## src/design/slx_pkg.sv

```systemverilog
// ----------------------------------------------------------------------------
// slx_pkg
// Shared types and constants of the SQL token lexer.
// ----------------------------------------------------------------------------
`default_nettype none
package slx_pkg;
  localparam int LexMax    = 64;
  localparam int TokenMax  = 256;
  localparam int TextMax   = 65535;
  localparam int OffCapI   = (TextMax < 65535) ? TextMax : 65535;
  localparam logic [15:0] OffCap = 16'(OffCapI);
  localparam logic [5:0]  LexFull = 6'(LexMax - 1);
  localparam logic [8:0]  TokLimit = 9'(TokenMax - 1);
  localparam logic [30:0] Sat31 = 31'h7fffffff;

  localparam logic [5:0] ClInt = 6'd17, ClFloat = 6'd18, ClStr = 6'd19,
    ClIdent = 6'd20, ClStar = 6'd21, ClPlus = 6'd22, ClMinus = 6'd23,
    ClSlash = 6'd24, ClGt = 6'd25, ClLt = 6'd26, ClGte = 6'd27, ClLte = 6'd28,
    ClEq = 6'd29, ClNeq = 6'd30, ClLpar = 6'd31, ClRpar = 6'd32,
    ClComma = 6'd33, ClSemi = 6'd34, ClEof = 6'd35, ClUnk = 6'd36;

  typedef enum logic [2:0] {
    M_IDLE, M_WORD, M_NUM, M_STR, M_GT, M_LT, M_BANG
  } mode_e;

  typedef struct packed {
    logic [5:0]  cls;
    logic [30:0] ival;
    logic [30:0] whole;
    logic [29:0] frac;
    logic [3:0]  fcnt;
    logic [15:0] start;
    logic [5:0]  len;
    logic        last;
  } tok_t;

  // classified input character
  typedef struct packed {
    logic [7:0] ch;
    logic       eot;
    logic       space;
    logic       wstart;
    logic       wchar;
    logic       digit;
    logic [7:0] upper;
  } chr_t;

  function automatic logic [5:0] kw_lookup(input logic [55:0] w);
    case (w)
      56'h53454c454354:   kw_lookup = 6'd0;
      56'h46524f4d:       kw_lookup = 6'd1;
      56'h5748455245:     kw_lookup = 6'd2;
      56'h494e53455254:   kw_lookup = 6'd3;
      56'h494e544f:       kw_lookup = 6'd4;
      56'h56414c554553:   kw_lookup = 6'd5;
      56'h435245415445:   kw_lookup = 6'd6;
      56'h5441424c45:     kw_lookup = 6'd7;
      56'h44524f50:       kw_lookup = 6'd8;
      56'h4c495354:       kw_lookup = 6'd9;
      56'h5441424c4553:   kw_lookup = 6'd10;
      56'h414e44:         kw_lookup = 6'd11;
      56'h4f52:           kw_lookup = 6'd12;
      56'h4e4f54:         kw_lookup = 6'd13;
      56'h494e54:         kw_lookup = 6'd14;
      56'h464c4f4154:     kw_lookup = 6'd15;
      56'h535452494e47:   kw_lookup = 6'd16;
      default:            kw_lookup = ClIdent;
    endcase
  endfunction
endpackage
`default_nettype wire

```

## src/design/slx_front.sv

```systemverilog
// ----------------------------------------------------------------------------
// slx_front
// Input stage: accepts characters and classifies them into a small queue.
// ----------------------------------------------------------------------------
`default_nettype none
module slx_front (
  input  wire logic          clk_i,
  input  wire logic          rst_ni,
  input  wire logic          push_i,
  output logic               full_o,
  input  wire logic [7:0]    text_char_i,
  input  wire logic          end_of_text_i,
  output slx_pkg::chr_t      chr_o,
  output logic               chr_valid_o,
  input  wire logic          chr_take_i
);
  import slx_pkg::*;
  chr_t q_mem [2];
  logic [1:0] cnt_q, cnt_d;
  logic       wr_q, rd_q;
  chr_t       c;
  logic       do_push, do_pop;
  logic [7:0] ch;

  assign ch = text_char_i;
  always_comb begin
    c.ch     = ch;
    c.eot    = end_of_text_i;
    c.digit  = ch >= 8'h30 && ch <= 8'h39;
    c.space  = ch == 8'h20 || (ch >= 8'd9 && ch <= 8'd13);
    c.wstart = (ch >= 8'h41 && ch <= 8'h5a) || (ch >= 8'h61 && ch <= 8'h7a) || ch == 8'h5f;
    c.wchar  = c.wstart || c.digit;
    c.upper  = (ch >= 8'h61 && ch <= 8'h7a) ? ch - 8'd32 : ch;
  end

  assign full_o      = cnt_q == 2'd2;
  assign chr_valid_o = cnt_q != 2'd0;
  assign chr_o       = q_mem[rd_q];
  assign do_push     = push_i && !full_o;
  assign do_pop      = chr_take_i && chr_valid_o;
  assign cnt_d       = cnt_q + 2'(do_push) - 2'(do_pop);

  always_ff @(posedge clk_i or negedge rst_ni) begin
    if (!rst_ni) begin
      cnt_q <= '0;
      wr_q  <= 1'b0;
      rd_q  <= 1'b0;
    end else begin
      cnt_q <= cnt_d;
      if (do_push) wr_q <= !wr_q;
      if (do_pop)  rd_q <= !rd_q;
    end
  end

  always_ff @(posedge clk_i) begin
    if (do_push) q_mem[wr_q] <= c;
  end
endmodule
`default_nettype wire

```

## src/design/slx_back.sv

```systemverilog
// ----------------------------------------------------------------------------
// slx_back
// Scanner: runs the token state machine, up to two tokens per character.
// ----------------------------------------------------------------------------
`default_nettype none
module slx_back (
  input  wire logic          clk_i,
  input  wire logic          rst_ni,
  input  slx_pkg::chr_t      chr_i,
  input  wire logic          chr_valid_i,
  output logic               chr_take_o,
  output slx_pkg::tok_t      tok_a_o,
  output slx_pkg::tok_t      tok_b_o,
  output logic [1:0]         tok_n_o,
  output logic               tok_we_o,
  input  wire logic [2:0]    space_i
);
  import slx_pkg::*;
  mode_e       mode_q, mode_d;
  logic [5:0]  len_q, len_d;
  logic [15:0] start_q, start_d, off_q, off_d;
  logic [55:0] kw_q, kw_d;
  logic        long_q, long_d;
  logic [30:0] whole_q, whole_d;
  logic [29:0] frac_q, frac_d;
  logic [3:0]  fcnt_q, fcnt_d;
  logic [1:0]  dots_q, dots_d;
  logic [8:0]  ntok_q, ntok_d;
  tok_t        flt, dsp, two;
  logic        flt_v, dsp_v, two_v, go, use_two;
  logic        absorb, do_flush, do_disp;
  logic [34:0] mul10;
  logic [3:0]  dig;
  logic [15:0] off_p1;
  tok_t        cand [2];
  logic [1:0]  nc, nk;
  chr_t        c;

  assign c = chr_i;
  // need room for two tokens before taking a character
  assign go = chr_valid_i && space_i >= 3'd2;
  assign chr_take_o = go;
  assign dig = c.ch[3:0];
  assign mul10 = {4'd0, whole_q} * 35'd10 + 35'(dig);
  assign off_p1 = (off_q >= OffCap) ? OffCap : off_q + 16'd1;

  function automatic tok_t mk(input logic [5:0] cl, input logic [15:0] st,
                              input logic [5:0] ln);
    tok_t t;
    t = '0;
    t.cls = cl; t.start = st; t.len = ln;
    return t;
  endfunction

  always_comb begin
    flt = mk(ClIdent, start_q, len_q);
    flt_v = 1'b1;
    case (mode_q)
      M_WORD: flt.cls = long_q ? ClIdent : kw_lookup(kw_q);
      M_NUM: begin
        if (dots_q != 2'd0) begin
          flt.cls = ClFloat; flt.whole = whole_q; flt.frac = frac_q; flt.fcnt = fcnt_q;
        end else begin
          flt.cls = ClInt; flt.ival = whole_q;
        end
      end
      M_STR:  flt.cls = ClStr;
      M_GT:   begin flt.cls = ClGt;  flt.len = 6'd1; end
      M_LT:   begin flt.cls = ClLt;  flt.len = 6'd1; end
      M_BANG: begin flt.cls = ClUnk; flt.len = 6'd1; end
      default: flt_v = 1'b0;
    endcase
  end

  always_comb begin
    dsp = mk(ClUnk, off_q, 6'd1);
    dsp_v = 1'b1;
    if (c.space || c.wstart || c.digit) dsp_v = 1'b0;
    else begin
      case (c.ch)
        8'h27, 8'h3e, 8'h3c, 8'h21: dsp_v = 1'b0;
        8'h2a: dsp.cls = ClStar;
        8'h2b: dsp.cls = ClPlus;
        8'h2d: dsp.cls = ClMinus;
        8'h2f: dsp.cls = ClSlash;
        8'h3d: dsp.cls = ClEq;
        8'h28: dsp.cls = ClLpar;
        8'h29: dsp.cls = ClRpar;
        8'h2c: dsp.cls = ClComma;
        8'h3b: dsp.cls = ClSemi;
        default: dsp.cls = ClUnk;
      endcase
    end
  end

  always_comb begin
    mode_d = mode_q; len_d = len_q; start_d = start_q; kw_d = kw_q;
    long_d = long_q; whole_d = whole_q; frac_d = frac_q; fcnt_d = fcnt_q;
    dots_d = dots_q; ntok_d = ntok_q; off_d = off_q;
    absorb = 1'b0; do_flush = 1'b0; do_disp = 1'b0; use_two = 1'b0;
    two = mk(ClGte, start_q, 6'd2); two_v = 1'b0;
    if (c.eot) begin
      do_flush = 1'b1;
      two = mk(ClEof, off_q, 6'd0); two_v = 1'b1; use_two = 1'b1;
    end else begin
      case (mode_q)
        M_WORD: absorb = c.wchar && len_q < LexFull;
        M_NUM:  absorb = (c.digit || c.ch == 8'h2e) && len_q < LexFull;
        M_STR:  absorb = c.ch != 8'h27 && len_q < LexFull;
        M_GT:   if (c.ch == 8'h3d) begin two_v = 1'b1; use_two = 1'b1; end
        M_LT: begin
          if (c.ch == 8'h3d) begin two_v = 1'b1; use_two = 1'b1; two.cls = ClLte; end
          else if (c.ch == 8'h3e) begin
            two_v = 1'b1; use_two = 1'b1; two.cls = ClNeq;
          end
        end
        M_BANG: if (c.ch == 8'h3d) begin two_v = 1'b1; use_two = 1'b1; two.cls = ClNeq; end
        default: ;
      endcase
      if (!absorb && !use_two) begin
        do_flush = 1'b1;
        do_disp  = !(mode_q == M_STR && c.ch == 8'h27);
      end
    end
    if (absorb) begin
      len_d = len_q + 6'd1;
      case (mode_q)
        M_WORD: begin
          if (len_q < 6'd7) kw_d = {kw_q[47:0], c.upper};
          else long_d = 1'b1;
        end
        M_NUM: begin
          if (c.ch == 8'h2e) begin
            if (dots_q < 2'd2) dots_d = dots_q + 2'd1;
          end else if (dots_q == 2'd0) begin
            whole_d = (mul10 > 35'(Sat31)) ? Sat31 : mul10[30:0];
          end else if (dots_q == 2'd1 && fcnt_q < 4'd9) begin
            frac_d = 30'(frac_q * 30'd10 + 30'(dig));
            fcnt_d = fcnt_q + 4'd1;
          end
        end
        default: ;
      endcase
    end
    if (use_two || do_flush) mode_d = M_IDLE;
    if (do_disp) begin
      if (c.wstart) begin
        mode_d = M_WORD; len_d = 6'd1; start_d = off_q;
        kw_d = {48'd0, c.upper}; long_d = 1'b0;
      end else if (c.digit) begin
        mode_d = M_NUM; len_d = 6'd1; start_d = off_q;
        whole_d = {27'd0, dig}; frac_d = '0; fcnt_d = '0; dots_d = '0;
      end else if (c.ch == 8'h27) begin
        mode_d = M_STR; len_d = 6'd0; start_d = off_p1;
      end else if (c.ch == 8'h3e) begin
        mode_d = M_GT; start_d = off_q;
      end else if (c.ch == 8'h3c) begin
        mode_d = M_LT; start_d = off_q;
      end else if (c.ch == 8'h21) begin
        mode_d = M_BANG; start_d = off_q;
      end
    end
    // gather candidates in order, then apply the token limit
    cand[0] = flt; cand[1] = flt; nc = 2'd0;
    if (do_flush && flt_v) begin cand[0] = flt; nc = 2'd1; end
    if ((use_two && two_v) || (do_disp && dsp_v)) begin
      if (nc == 2'd0) cand[0] = use_two ? two : dsp;
      else            cand[1] = use_two ? two : dsp;
      nc = nc + 2'd1;
    end
    if (ntok_q >= TokLimit) nk = 2'd0;
    else if (ntok_q + 9'd1 >= TokLimit && nc == 2'd2) nk = 2'd1;
    else nk = nc;
    ntok_d = ntok_q + 9'(nk);
    off_d = off_p1;
    if (c.eot) begin
      mode_d = M_IDLE; len_d = '0; start_d = '0; off_d = '0; kw_d = '0;
      long_d = 1'b0; whole_d = '0; frac_d = '0; fcnt_d = '0; dots_d = '0;
      ntok_d = '0;
    end
  end

  always_comb begin
    tok_a_o = cand[0];
    tok_b_o = cand[1];
    tok_a_o.last = nk == 2'd1;
    tok_b_o.last = 1'b1;
    tok_n_o  = nk;
    tok_we_o = go;
  end

  always_ff @(posedge clk_i or negedge rst_ni) begin
    if (!rst_ni) begin
      mode_q <= M_IDLE; len_q <= '0; start_q <= '0; off_q <= '0; kw_q <= '0;
      long_q <= 1'b0; whole_q <= '0; frac_q <= '0; fcnt_q <= '0; dots_q <= '0;
      ntok_q <= '0;
    end else if (go) begin
      mode_q <= mode_d; len_q <= len_d; start_q <= start_d; off_q <= off_d;
      kw_q <= kw_d; long_q <= long_d; whole_q <= whole_d; frac_q <= frac_d;
      fcnt_q <= fcnt_d; dots_q <= dots_d; ntok_q <= ntok_d;
    end
  end
endmodule
`default_nettype wire

```

## src/design/slx_out_fifo.sv

```systemverilog
// ----------------------------------------------------------------------------
// slx_out_fifo
// Result queue: takes up to two tokens a cycle, hands out one a cycle.
// ----------------------------------------------------------------------------
`default_nettype none
module slx_out_fifo (
  input  wire logic          clk_i,
  input  wire logic          rst_ni,
  input  slx_pkg::tok_t      tok_a_i,
  input  slx_pkg::tok_t      tok_b_i,
  input  wire logic [1:0]    tok_n_i,
  input  wire logic          tok_we_i,
  output logic [2:0]         space_o,
  output slx_pkg::tok_t      tok_o,
  output logic               empty_o,
  input  wire logic          pop_i
);
  import slx_pkg::*;
  tok_t       mem [4];
  logic [1:0] wr_q, rd_q;
  logic [2:0] cnt_q;
  logic [1:0] nw;
  logic       do_pop;

  assign nw      = tok_we_i ? tok_n_i : 2'd0;
  assign empty_o = cnt_q == 3'd0;
  assign do_pop  = pop_i && !empty_o;
  assign space_o = 3'd4 - cnt_q;
  assign tok_o   = mem[rd_q];

  always_ff @(posedge clk_i or negedge rst_ni) begin
    if (!rst_ni) begin
      wr_q <= '0; rd_q <= '0; cnt_q <= '0;
    end else begin
      wr_q  <= wr_q + nw;
      rd_q  <= rd_q + 2'(do_pop);
      cnt_q <= cnt_q + 3'(nw) - 3'(do_pop);
    end
  end

  always_ff @(posedge clk_i) begin
    if (nw != 2'd0) mem[wr_q] <= tok_a_i;
    if (nw == 2'd2) mem[wr_q + 2'd1] <= tok_b_i;
  end
endmodule
`default_nettype wire

```

## src/design/sql_token_lexer.sv

```systemverilog
// ----------------------------------------------------------------------------
// sql_token_lexer
// Streaming SQL tokenizer: characters in, token records out.
// ----------------------------------------------------------------------------
// Push one text byte per beat on the input queue (push_i/full_o), with
// end_of_text_i set on the beat that closes a statement. Tokens come out of
// the result queue (empty_o/pop_i), oldest first, one beat each.
// One character is scanned per cycle; a character may yield up to two
// tokens, which enter the result queue in the same cycle. A token caused by
// a character reaches the result ports through two registered queues: the
// push edge writes the input queue, the scanner works combinationally and
// the edge on which the scanner takes the character writes the result
// queue. Sustained rate is one character per cycle while the consumer pops
// at least as fast as tokens are produced; the scanner waits whenever the
// four-entry result queue has fewer than two free slots.
// Reset clears both queues and the scanner state; the first statement
// starts at offset zero. When the consumer stalls, the result queue fills,
// the scanner holds and the input queue raises full_o.
// ----------------------------------------------------------------------------
`default_nettype none
module sql_token_lexer (
  input  wire logic         clk_i,
  input  wire logic         rst_ni,
  input  wire logic         push_i,
  output logic              full_o,
  input  wire logic [7:0]   text_char_i,
  input  wire logic         end_of_text_i,
  output logic              empty_o,
  input  wire logic         pop_i,
  output logic [5:0]        token_class_o,
  output logic [30:0]       int_value_o,
  output logic [30:0]       float_whole_o,
  output logic [29:0]       float_frac_digits_o,
  output logic [3:0]        float_frac_count_o,
  output logic [15:0]       start_offset_o,
  output logic [5:0]        lexeme_length_o,
  output logic              last_of_run_o
);
  import slx_pkg::*;
  chr_t       chr;
  logic       chr_valid, chr_take, tok_we;
  tok_t       tok_a, tok_b, tok;
  logic [1:0] tok_n;
  logic [2:0] space;

  slx_front u_front (
    .clk_i, .rst_ni, .push_i, .full_o, .text_char_i, .end_of_text_i,
    .chr_o(chr), .chr_valid_o(chr_valid), .chr_take_i(chr_take)
  );

  slx_back u_back (
    .clk_i, .rst_ni, .chr_i(chr), .chr_valid_i(chr_valid), .chr_take_o(chr_take),
    .tok_a_o(tok_a), .tok_b_o(tok_b), .tok_n_o(tok_n), .tok_we_o(tok_we),
    .space_i(space)
  );

  slx_out_fifo u_out (
    .clk_i, .rst_ni, .tok_a_i(tok_a), .tok_b_i(tok_b), .tok_n_i(tok_n),
    .tok_we_i(tok_we), .space_o(space), .tok_o(tok), .empty_o, .pop_i
  );

  assign token_class_o       = tok.cls;
  assign int_value_o         = tok.ival;
  assign float_whole_o       = tok.whole;
  assign float_frac_digits_o = tok.frac;
  assign float_frac_count_o  = tok.fcnt;
  assign start_offset_o      = tok.start;
  assign lexeme_length_o     = tok.len;
  assign last_of_run_o       = tok.last;
endmodule
`default_nettype wire

```

## config.mk

```make
export PLATFORM = sky130hd
export DESIGN_NAME = sql_token_lexer
export DESIGN_NICKNAME = d
export VERILOG_FILES = /design/src/design/slx_pkg.sv /design/src/design/slx_front.sv /design/src/design/slx_back.sv /design/src/design/slx_out_fifo.sv /design/src/design/sql_token_lexer.sv
export SDC_FILE = /design/constraint.sdc
export NUM_CORES = 2
export LEC_CHECK = 0
export BUFFER_PORTS_ARGS = -buffer_cell sky130_fd_sc_hd__buf_4
export CAP_MARGIN = 20
export CELL_PAD_IN_SITES_DETAIL_PLACEMENT = 0
export CELL_PAD_IN_SITES_GLOBAL_PLACEMENT = 1
export CORE_MARGIN = 4
export CORE_UTILIZATION = 25
export CTS_BUF_LIST = sky130_fd_sc_hd__clkbuf_4 sky130_fd_sc_hd__clkbuf_8
export CTS_CLUSTER_SIZE = 16
export DETAILED_ROUTE_END_ITERATION = 6
export PLACE_DENSITY_LB_ADDON = 0.1
export SKIP_CTS_REPAIR_TIMING = 1
export SYNTH_ARGS = -nofsm -noshare
export SYNTH_HDL_FRONTEND = slang
export SYNTH_HIERARCHICAL = 1
export SYNTH_SLANG_ARGS = --single-unit
```

## constraint.sdc

```tcl
create_clock -name clk_i -period 12.1 [get_ports clk_i]
set_input_delay 1.21 -clock clk_i [delete_from_list [all_inputs] [get_ports clk_i]]
set_output_delay 1.21 -clock clk_i [all_outputs]
set_load 0.02 [all_outputs]
```

==> results_dict.tcl <==
set metrics [dict create \
    slew_headroom_pct 29.7 \
    fillers 17700 \
    start_util_pct 25.2 \
    min_period_over_period_pct 56.2 \
    final_cells 5950 \
    grt_pass1_vias 30500 \
    nets 3671 \
    cts_made_buffers 148 \
    skew_ns 0.0655 \
    crit_start "u_front/rd_q" \
    drive_gt1_share_pct 33.4 \
    avgSynthCellArea_sq_um 12.7 \
    clockBufferDepth 3 \
    finish.utilization_pct 29.0 \
    r2r_cells 16 \
    rr_endpoint "u_out/mem[1][40]" \
    r2r_slack_ns 5.30 \
    p_leak_nw 19.0 \
    fmax_mhz 147 \
    std_cell_rows 152 \
    area_delta_synth_final_pct 15.1 \
    tightest_slew_ns 1.05 \
    clock-sinks 717 \
    num_vias 28700 \
    crit_path_max_fanout 35 \
    rsz0062_at_grt "no" \
    use_met2_pct 26.0 \
    grt_remaining_overflow 0 \
    worstPathArrival_ns 7.38 \
    use_met1_pct 21.2 \
    dp_hpwl_mm 87.5 \
    hold_viol 0 \
    core-area_sq_mm 0.172 \
    grt_pass1_wl_mm 210 \
    design_area_sq_mm 0.0497 \
    placed_cells 5673 \
    cts_root_buf "clkbuf_8" \
    cp-start-kind "register" \
    place_congestion 0.769 \
    die-area_sq_mm 0.179 \
    netlist_area_sq_mm 0.0431 \
    io_buffers 139 \
    outcome "complete, no violations" \
    wirelength_mm 142 \
    powerDensity_mw_per_mm2 222 \
    syn-instance-count 3399 \
    grt_max_degree 124 \
    p_total_mw 11.0 \
    cts_tree "built" \
    finalSetupViolations 0 \
    htree_levels 4 \
    wl_per_cell_um 23.8 \
    period_needed_ns 6.80 \
    dpl_cell_area_sq_mm 0.0466 \
    antenna_found_initial 10 \
    ys_warn_count 6 \
    worstPathRequired_ns 12.69 \
    clk_pin_slew_ns 0.06 \
    end_kind "register" \
    drtAntennaViolNets 0 \
    rr_startpoint "u_front/rd_q" \
    viasPerCell 4.82 \
    grt_usage_pct 15.6 \
    drv_cap 0 \
    drt-initial-drc-count 1731 \
    critPathKind "register to register" \
    clock_latency_ns 0.89 \
    endpoint "u_out/mem[1][40]" \
    ios 140 \
    grt_use_met3_pct 2.46 \
    hp-class "input pin to async pin" \
    drv_slew 0 \
    die_h_um 423 \
    syn-num-nets 3557 \
    dieWidth_um 423 \
    route.detailed.drc 0 \
    busiest_layer "met2" \
    irDropWorstVdd_mv 0.208 \
    dr.pass1.iters 5 \
    fin_tns_setup_ns 0 \
]
-- metal layers --
layer	up-vias	part of all wire (%)
li1	13400	-
met1	14600	47
met2	486	48
met3	171	3.4
met4	6	1.7
met5	-	0.028
-- worst min-delay path by stage --
stage,start,to,slack [ns]
2_1_floorplan,u_out/cnt_q[2],u_out/cnt_q[2],0.45
3_3_place_gp,u_out/cnt_q[2],u_out/cnt_q[2],0.47
3_5_place_dp,u_out/cnt_q[2],u_out/cnt_q[2],0.47
4_1_cts,rst_ni,u_back/off_q[7],0.20
5_1_grt,rst_ni,u_out/cnt_q[1],0.28
6_report,rst_ni,u_back/start_q[7],0.33
-- stage by stage --
stage	setup WS, ns	hold slack [ns]
detailed placement	5.34	0.467
global route	4.92	0.277
floorplan	2.88	0.446
global placement	5.44	0.466
CTS	5.29	0.204
finish	5.30	0.332
-- cell type report --
type	count	area [sq um]	share of cell area, %
timing repair buffer	188	1490	3.01
tap	2310	2890	5.82
antenna	4	10.0	0.0202
clock buffer	226	2670	5.37
multi-input combinational	2407	21400	43.1
sequential	717	20600	41.5
inverter	51	191	0.385
clock inverter	47	400	0.806
-- registers in the layout, summed over array words and instances, names as in the netlist, 3 cells and up --
name and flops:
u_out/cnt_q 3, u_back/len_q 6, u_front/q_mem 32, u_back/ntok_q 9, u_back/fcnt_q 4, u_back/kw_q 56, u_out/mem 500, u_back/start_q 16
u_back/mode_q 3, u_back/frac_q 30, u_back/whole_q 31, u_back/off_q 16
-- worst max-delay path, cell delays in order, from the launching register on --
cell       delay, ns
dfrtp_1         0.84
mux2_2          0.59
nor2b_1         0.30
a41o_1          0.23
o2bb2ai_1       0.14
a21oi_2         0.09
nand2b_2        0.25
nor2_2          0.56
nor3b_2         0.16
ha_1            0.32
a21oi_1         0.04
nor2_1          0.30
nand3b_1        0.37
or3_4           0.60
buf_4           0.56
buf_4           0.67
mux2_2          0.40
-- where the power goes --
part	total [mW]	internal, mW	switching [mW]
sequential	3.88	3.57	0.314
combinational	4.46	1.58	2.88
clock	2.67	1.47	1.19
-- placed cells by master, fill, tap and decap left out, types with 32 or more instances in the layout --
| cell | instances |
|---|---|
| edfxtp_1 | 532 |
| mux2_2 | 504 |
| and2_1 | 216 |
| dfrtp_1 | 183 |
| buf_4 | 181 |
| clkbuf_8 | 155 |
| nand2_1 | 151 |
| ha_1 | 139 |
| mux4_2 | 125 |
| nor2_1 | 113 |
| a21oi_1 | 110 |
| o21ai_0 | 83 |
| nand3_1 | 73 |
| clkbuf_4 | 71 |
| a22o_1 | 64 |
| xnor2_1 | 63 |
| nor3_1 | 57 |
| inv_1 | 51 |
| mux2_4 | 50 |
| xor2_1 | 39 |
| nand4_1 | 36 |
| o21ai_1 | 36 |
| and3_1 | 32 |
| a21o_1 | 32 |
Note: power is estimated with default switching activity, not from simulation.
